### config.mk
export PLATFORM = sky130hd
export DESIGN_NAME = aep_control
export DESIGN_NICKNAME = d
export VERILOG_FILES = /design/src/rtl/core/aep_pkg.sv /design/src/rtl/core/aep_control.sv
export VERILOG_INCLUDE_DIRS = /design/src /design/src/rtl/core
export SDC_FILE = /design/constraint.sdc
export NUM_CORES = 1
export LEC_CHECK = 0
export BUFFER_PORTS_ARGS = -buffer_cell sky130_fd_sc_hd__buf_2
export CAP_MARGIN = 20
export CORE_MARGIN = 2
export CORE_UTILIZATION = 25
export DETAILED_ROUTE_END_ITERATION = 10
export PLACE_DENSITY_LB_ADDON = 0.3
export SETUP_SLACK_MARGIN = 0.2
export SKIP_CTS_REPAIR_TIMING = 1
export SYNTH_ARGS = -nofsm -noshare
export SYNTH_HDL_FRONTEND = slang
export SYNTH_SLANG_ARGS = --single-unit
### constraint.sdc
create_clock -name clk -period 2.4 [get_ports clk]
set_input_delay 0.48 -clock clk [delete_from_list [all_inputs] [get_ports clk]]
set_output_delay 0.48 -clock clk [all_outputs]
set_load 0.005 [all_outputs]
### src/rtl/core/arc_ellipse_polyline_generator_unit_defines.svh
// assertion macros shared by the arc and ellipse polyline generator
// no dependencies
`ifndef ARC_ELLIPSE_POLYLINE_GENERATOR_UNIT_DEFINES_SVH
`define ARC_ELLIPSE_POLYLINE_GENERATOR_UNIT_DEFINES_SVH

// implication checked on every clock edge outside reset
`define AEP_ASSERT_IMP(lbl, ante, cons, msg) \
  lbl: assert property (@(posedge clk) disable iff (!rst_n) (ante) |-> (cons)) \
    else $error(msg);

// implication checked in the cycle after the antecedent
`define AEP_ASSERT_NEXT(lbl, ante, cons, msg) \
  lbl: assert property (@(posedge clk) disable iff (!rst_n) (ante) |=> (cons)) \
    else $error(msg);

`endif

### src/rtl/core/aep_pkg.sv
// types and constants for the arc and ellipse polyline generator
// no dependencies
`default_nettype none
package aep_pkg;

  typedef struct packed {
    logic               cmd;
    logic signed [31:0] center_x;
    logic signed [31:0] center_y;
    logic signed [31:0] major_radius;
    logic signed [31:0] minor_radius;
    logic signed [23:0] start_ang;
    logic signed [23:0] sweep_ang;
    logic signed [23:0] rot_ang;
  } aep_in_t;

  typedef struct packed {
    logic signed [31:0] point_x;
    logic signed [31:0] point_y;
    logic        [5:0]  point_number;
    logic               last_point;
  } aep_out_t;

  localparam logic signed [39:0] PiQ28     = 40'sd843314857;
  localparam logic signed [39:0] TwoPiQ28  = 40'sd1686629713;
  localparam logic signed [39:0] HalfPiQ28 = 40'sd421657428;
  localparam logic signed [33:0] GainQ30   = 34'sd652032874;
  localparam logic signed [33:0] OneQ30    = 34'sd1073741824;
  localparam int AtanEntries = 28;
  localparam logic [30:0] TolReset = 31'd6554;
  localparam int CmdEllipse = 1;

  // register address of the chord tolerance
  localparam logic [1:0] AddrTol = 2'd0;

  // divider numerator selects
  localparam logic [1:0] DivHalf  = 2'd0;
  localparam logic [1:0] DivPoint = 2'd1;

  // cordic angle selects
  localparam logic [1:0] AngHalf  = 2'd0;
  localparam logic [1:0] AngRot   = 2'd1;
  localparam logic [1:0] AngPoint = 2'd2;

  // arctangent table in Q4.28
  function automatic logic [27:0] atan_q28(input logic [4:0] k);
    logic [27:0] v;
    case (k)
      5'd0:  v = 28'd210828714;
      5'd1:  v = 28'd124459457;
      5'd2:  v = 28'd65760959;
      5'd3:  v = 28'd33381290;
      5'd4:  v = 28'd16755422;
      5'd5:  v = 28'd8385879;
      5'd6:  v = 28'd4193963;
      5'd7:  v = 28'd2097109;
      5'd8:  v = 28'd1048571;
      5'd9:  v = 28'd524287;
      default: v = (k < 5'd28) ? (28'd262144 >> (k - 5'd10)) : 28'd0;
    endcase
    return v;
  endfunction

  // datapath operations issued by the controller
  typedef enum logic [3:0] {
    OP_NONE, OP_LOAD, OP_DIV_START, OP_DIV_STEP, OP_CORDIC_START, OP_CORDIC_STEP,
    OP_TEST, OP_ROT_SAVE, OP_MUL1, OP_MUL2, OP_MUL3, OP_OUT
  } aep_op_e;

  typedef struct packed {
    aep_op_e    op;
    logic [1:0] div_sel;   // half angle or point offset
    logic [1:0] ang_sel;   // half angle, rotation or point angle
  } aep_cmd_t;

  typedef struct packed {
    logic       degenerate;
    logic       ellipse;
    logic       tol_zero;
    logic       test_pass;
    logic       div_done;
    logic       cordic_done;
  } aep_sts_t;

endpackage
`default_nettype wire

### src/rtl/core/aep_control.sv
// sequencer for the polyline generator: segment search (skipped at zero tolerance) then point loop
// depends on aep_pkg and the shared assertion macros
`default_nettype none
`include "arc_ellipse_polyline_generator_unit_defines.svh"
module aep_control import aep_pkg::*; #(
  parameter int MAX_SEGMENTS = 63
) (
  input  wire logic     clk,
  input  wire logic     rst_n,
  input  wire logic     in_valid,
  output logic          in_stall,
  output logic          out_valid,
  input  wire logic     out_stall,
  input  wire aep_sts_t sts,
  output aep_cmd_t      cmd,
  output logic [5:0]    k_val,
  output logic [5:0]    i_val,
  output logic          last_flag
);
  typedef enum logic [13:0] {
    S_IDLE  = 14'b00000000000001, S_CHECK = 14'b00000000000010,
    S_HDIV  = 14'b00000000000100, S_HCOR  = 14'b00000000001000,
    S_TEST  = 14'b00000000010000, S_JUDGE = 14'b00000000100000,
    S_RCOR  = 14'b00000001000000, S_PDIV  = 14'b00000010000000,
    S_PCOR  = 14'b00000100000000, S_MUL1  = 14'b00001000000000,
    S_MUL2  = 14'b00010000000000, S_MUL3  = 14'b00100000000000,
    S_OUT   = 14'b01000000000000, S_ROT   = 14'b10000000000000
  } state_t;

  localparam logic [5:0] MaxSeg = 6'(MAX_SEGMENTS);

  state_t state_r, state_nxt;
  logic [5:0] k_r, k_nxt, n_r, n_nxt, i_r, i_nxt;
  logic       first_r, first_nxt, ov_r, ov_nxt;

  always_comb begin
    state_nxt = state_r; k_nxt = k_r; n_nxt = n_r; i_nxt = i_r;
    first_nxt = 1'b0; ov_nxt = ov_r;
    cmd = '{op: OP_NONE, div_sel: DivHalf, ang_sel: AngHalf};
    if (ov_r && !out_stall) ov_nxt = 1'b0;
    case (state_r)
      S_IDLE: if (in_valid) begin cmd.op = OP_LOAD; state_nxt = S_CHECK; end
      S_CHECK: begin
        if (sts.degenerate) state_nxt = S_IDLE;
        else if (sts.tol_zero) begin n_nxt = MaxSeg; state_nxt = S_ROT; end
        else begin
          k_nxt = sts.ellipse ? 6'd8 : 6'd4;
          cmd.op = OP_DIV_START; cmd.div_sel = DivHalf; state_nxt = S_HDIV;
        end
      end
      S_HDIV: begin
        cmd.op = OP_DIV_STEP;
        if (sts.div_done) begin cmd.op = OP_CORDIC_START; first_nxt = 1'b1; state_nxt = S_HCOR; end
      end
      S_HCOR: if (sts.cordic_done && !first_r) begin cmd.op = OP_TEST; state_nxt = S_JUDGE; end
      S_JUDGE: begin
        if (sts.test_pass) begin n_nxt = k_r; state_nxt = S_ROT; end
        else if (k_r + 6'd1 >= MaxSeg) begin n_nxt = MaxSeg; state_nxt = S_ROT; end
        else begin
          k_nxt = k_r + 6'd1; cmd.op = OP_DIV_START; state_nxt = S_HDIV;
        end
      end
      // divisor and point index settle before the first point division
      S_ROT: begin
        k_nxt = n_r; i_nxt = '0;
        if (sts.ellipse) begin
          cmd.op = OP_CORDIC_START; cmd.ang_sel = AngRot; first_nxt = 1'b1; state_nxt = S_RCOR;
        end else begin
          state_nxt = S_TEST;
        end
      end
      S_RCOR: if (sts.cordic_done && !first_r) begin
        cmd.op = OP_ROT_SAVE; state_nxt = S_TEST;
      end
      S_TEST: begin cmd.op = OP_DIV_START; cmd.div_sel = DivPoint; state_nxt = S_PDIV; end
      S_PDIV: begin
        cmd.op = OP_DIV_STEP;
        if (sts.div_done) begin
          cmd.op = OP_CORDIC_START; cmd.ang_sel = AngPoint; first_nxt = 1'b1; state_nxt = S_PCOR;
        end
      end
      S_PCOR: if (sts.cordic_done && !first_r) begin cmd.op = OP_MUL1; state_nxt = S_MUL1; end
      S_MUL1: begin cmd.op = OP_MUL2; state_nxt = S_MUL2; end
      S_MUL2: if (!ov_r || !out_stall) begin cmd.op = OP_MUL3; state_nxt = S_MUL3; end
      S_MUL3: begin
        cmd.op = OP_OUT; ov_nxt = 1'b1;
        if (i_r == n_r) state_nxt = S_IDLE;
        else begin i_nxt = i_r + 6'd1; state_nxt = S_OUT; end
      end
      S_OUT: begin
        cmd.op = OP_DIV_START; cmd.div_sel = DivPoint; state_nxt = S_PDIV;
      end
      default: state_nxt = S_IDLE;
    endcase
  end

  always_ff @(posedge clk) begin
    if (!rst_n) begin
      state_r <= S_IDLE; k_r <= '0; n_r <= '0; i_r <= '0; first_r <= 1'b0; ov_r <= 1'b0;
    end else begin
      state_r <= state_nxt; k_r <= k_nxt; n_r <= n_nxt; i_r <= i_nxt;
      first_r <= first_nxt; ov_r <= ov_nxt;
    end
  end

  // the last point may wait in the output register while the next curve is taken
  assign in_stall  = (state_r != S_IDLE);
  assign out_valid = ov_r;
  assign k_val     = k_r;
  assign i_val     = i_r;
  assign last_flag = (i_r == n_r);

  // sanity of the sequencer
  `AEP_ASSERT_IMP(a_onehot, 1'b1, $onehot(state_r), "state not one-hot")
  `AEP_ASSERT_IMP(a_n_range, state_r == S_PCOR, n_r != 6'd0 && n_r <= MaxSeg, "bad count")
  `AEP_ASSERT_IMP(a_i_range, state_r == S_MUL3, i_r <= n_r, "point index beyond count")
  `AEP_ASSERT_NEXT(a_hold, ov_r && out_stall, ov_r, "result dropped while stalled")
endmodule
`default_nettype wire

==> summary.md <==
| Metric | Value |
|---|---|
| Status | `finished with violations` |
| Failing checks | `negative setup slack` |
| Max Cap Viol | `0` |
| FILL cells | `899` |
| Worst endpoint data arrival time | `2060 ps` |
| Rows | `34` |
| Max Fanout on Critical Path | `3` |
| Net Sw Frac | `27.2%` |
| Setup crit start kind | `flip-flop` |
| Number of synthesized flops with an enable pin | `0` |
| HPWL after DPL | `4910 um` |
| Clk slew on worst S/H paths | `80 ps` |
| GRT met3 Usage | `2.09%` |
| H-tree levels | `2` |
| Leak Pwr | `1.31 nW` |
| PnR worst setup slack | `-143 ps` |
| Avg Cell Area, Syn | `8.33 um2` |
| Sequential share of power | `37.5%` |
| Grt ovf | `0` |
| Total Nets Final | `334` |
| Clock power share | `41.6%` |
| Synth Net Count | `274` |
| Worst VDD drop | `0.000331 V` |
| Slew headroom | `65.4%` |
| Synth Register Bits | `34` |
| Share of cells above drive strength 1 | `40.7%` |
| Int Pwr | `0.00119 W` |
| Endpoints failing hold | `0` |
| Worst EP required | `1920 ps` |
| GRT met2 Usage | `21.5%` |
| Initial antenna violation count | `0` |
| Final WL | `6740 um` |
| Root buffer cell | `clkbuf_8` |
| Worst slew pin tran | `518 ps` |
| Initial DRC Count | `65` |
| Chip width | `97.2 um` |
| TritonCTS Buffers | `5` |
| Worst setup EP type | `output pin` |
| Synth Flop Type | `dfxtp_1` |
| Largest area contributor in the netlist | `dfxtp_1` |
| Combinational share of power | `20.9%` |
| PortBufs | `31` |
| Simple-Gate Fraction of Synth Area | `38.0%` |
| Setup-failing EPs final | `5` |
| Clk sinks | `34` |
| Post-route insts no fill | `430` |
| Grt peak-use layer | `met2` |
| Residual DRC count | `0` |
| Register area share after synthesis | `31.3%` |
| Adder-cell share of the synthesized area | `1.73%` |
| Yosys Warn Count | `0` |
| Routability cong. | `0.839` |
| CTS tree | `done` |
| Final instance area | `2990 um2` |
| All-Layer GR Usage | `13.3%` |
| Clock latency on the worst-skew pair | `290 ps` |
| Met1 Resource Use GR | `18.2%` |
| Wire per inst | `15.7 um` |
| Ant. Diodes | `0` |
| First-pass GRT wire length | `10,400 um` |
| Die Y | `97.2 um` |
| Minimum clock period | `2540 ps` |
| Post-DP Area | `2570 um2` |
| Mux share of post-synthesis cell area | `2.36%` |
| Via count | `2,230` |
| Placed cell count | `407` |
| Vias in the first global route | `2,009` |
| Commonest non-fill, non-tap cell in the layout | `buf_2` |
| IO Pins | `33` |
| Synth Area in Compound Gates | `15.8%` |
| Kind of critical path | `flip-flop to output pin` |
| Vias per cell | `5.19` |
| Share of the synthesized area in the top cell type | `31.3%` |
| Max Buffers Root-to-Sink | `2` |
| Worst hold path type | `input pin to flip-flop` |
| Starting Density | `25.3%` |
| Clk_skew | `5.80 ps` |
| Fraction of registers with async set/reset | `0%` |
| Hold_ws | `479 ps` |
| Antenna Violating Nets Remaining | `0` |
| Pin count of the biggest net entering global routing | `12` |
| Period utilization | `106%` |
| F_max | `0.393 GHz` |
| Area of the multi-input gates | `1520 um2` |
| Commonest cells after routing, fill and taps aside | `buf_2 (30), buf_4 (29), nor2_1 (26), dfxtp_1 (23)` |
| Post-Syn Instances | `261` |
| Max-slew violation count | `0` |
| Xor/xnor cell area share of the yosys netlist | `6.85%` |
| RSZ-0062 raised after global routing | `yes` |
| Core Region | `8590 um2` |
| Cell Pwr Density | `546 nW/um2` |
| FF/Latch Area | `699 um2` |
| Area grow syn2layout | `37.8%` |
| Main combinational cell family by area after synthesis | `simple AND/OR/NAND/NOR gates` |
| Yosys cell types | `59` |
| Synth top area cells | `dfxtp_1 (31%), xor2_1 (5.6%), nor2_1 (5.0%)` |
| Full die area | `9460 um2` |
| First drt pass iteration count | `4` |
| Switching power | `0.000444 W` |
| Cell Area, Synth | `2170 um2` |
-- registers in the layout, summed over array words and instances (netlist names) --
signal,count
first_r,1
i_val,6
k_val,6
n_r,6
out_valid,1
state_r,14
-- metrics by stage --
| stage | util (%) | total power, W | setup WS, ps | setup TNS (ps) |
|---|---|---|---|---|
| floorplan | - | 0.000810 | 201 | 0 |
| global placement | 29.9 | 0.000901 | 108 | 0 |
| global route | 34.8 | 0.00170 | -193 | -697 |
| detailed placement | 29.9 | 0.000902 | 123 | 0 |
| finish | 34.8 | 0.00163 | -143 | -337 |
| CTS | 31.6 | 0.00158 | -212 | -857 |
-- metal layers --
layer | routed length, um | share of wire, %
met2 | 3240 | 48
met3 | 274 | 4.1
met4 | 178 | 2.6
met1 | 3040 | 45
met5 | 0 | 0
-- cell usage after synthesis, types with 3 or more instances --
cell and count:
xnor2_1 3, nor3_1 12, buf_2 6, a21oi_1 13, xor2_1 14, nor4_1 4, nand4_1 9, dfxtp_1 34
ha_1 3, nand2_1 17, nand2b_1 5, o21ai_0 6, and3_1 10, nor3b_1 5, o221a_2 6, a31oi_1 3
nor4_4 3, nand3_1 10, nor2_1 29, clkbuf_1 8, nor2b_1 5, inv_1 4, and2_1 4, nor4b_1 6
mux2i_1 4
-- final timing paths --
path | depth (start not counted) | slack (ps) | endpoint | start
hold reg to reg | 2 | 500 | out_valid | out_valid
setup reg to reg | 7 | 160 | k_val[3] | state_r[5]
hold / removal | 3 | 480 | out_valid | out_stall
setup / recovery | 7 | -140 | cmd[5] | state_r[5]
-- critical path, cell delays in order, from the launching register on --
cell and delay, ps:
dfxtp_4 360, or4_4 590, nor3_4 180, nand4_1 160, nor2_1 160, nor3_1 90, nand4_1 110, buf_2 120
-- cell families after synthesis --
logic type | count (synthesis)
AOI/OAI and AO/OA | 45
xor gates and xnor gates | 17
adders and majority gates | 3
buffers and inverters | 19
DFF | 34
muxes | 5
other | 1
and+or+nand+nor | 137
-- area by class of cell --
type | count | area share [%]
Clock inverter | 2 | 2.01
Multi-Input combinational cell | 208 | 50.9
Timing Repair Buffer | 68 | 16.0
Clock buffer | 6 | 2.76
Sequential cell | 34 | 23.4
Inverter | 4 | 0.501
Tap cell | 108 | 4.51
-- power by group through the flow --
| stage | combinational [W] | sequential (W) | clock [W] |
|---|---|---|---|
| 2_1_floorplan | 0.000193 | 0.000617 | 0 |
| 3_3_place_gp | 0.000279 | 0.000622 | 0 |
| 3_5_place_dp | 0.000278 | 0.000624 | 0 |
| 4_1_cts | 0.000280 | 0.000610 | 0.000691 |
| 5_1_grt | 0.000373 | 0.000615 | 0.000709 |
| 6_report | 0.000341 | 0.000613 | 0.000680 |
No activity file was read; power rests on OpenSTA's default activity.
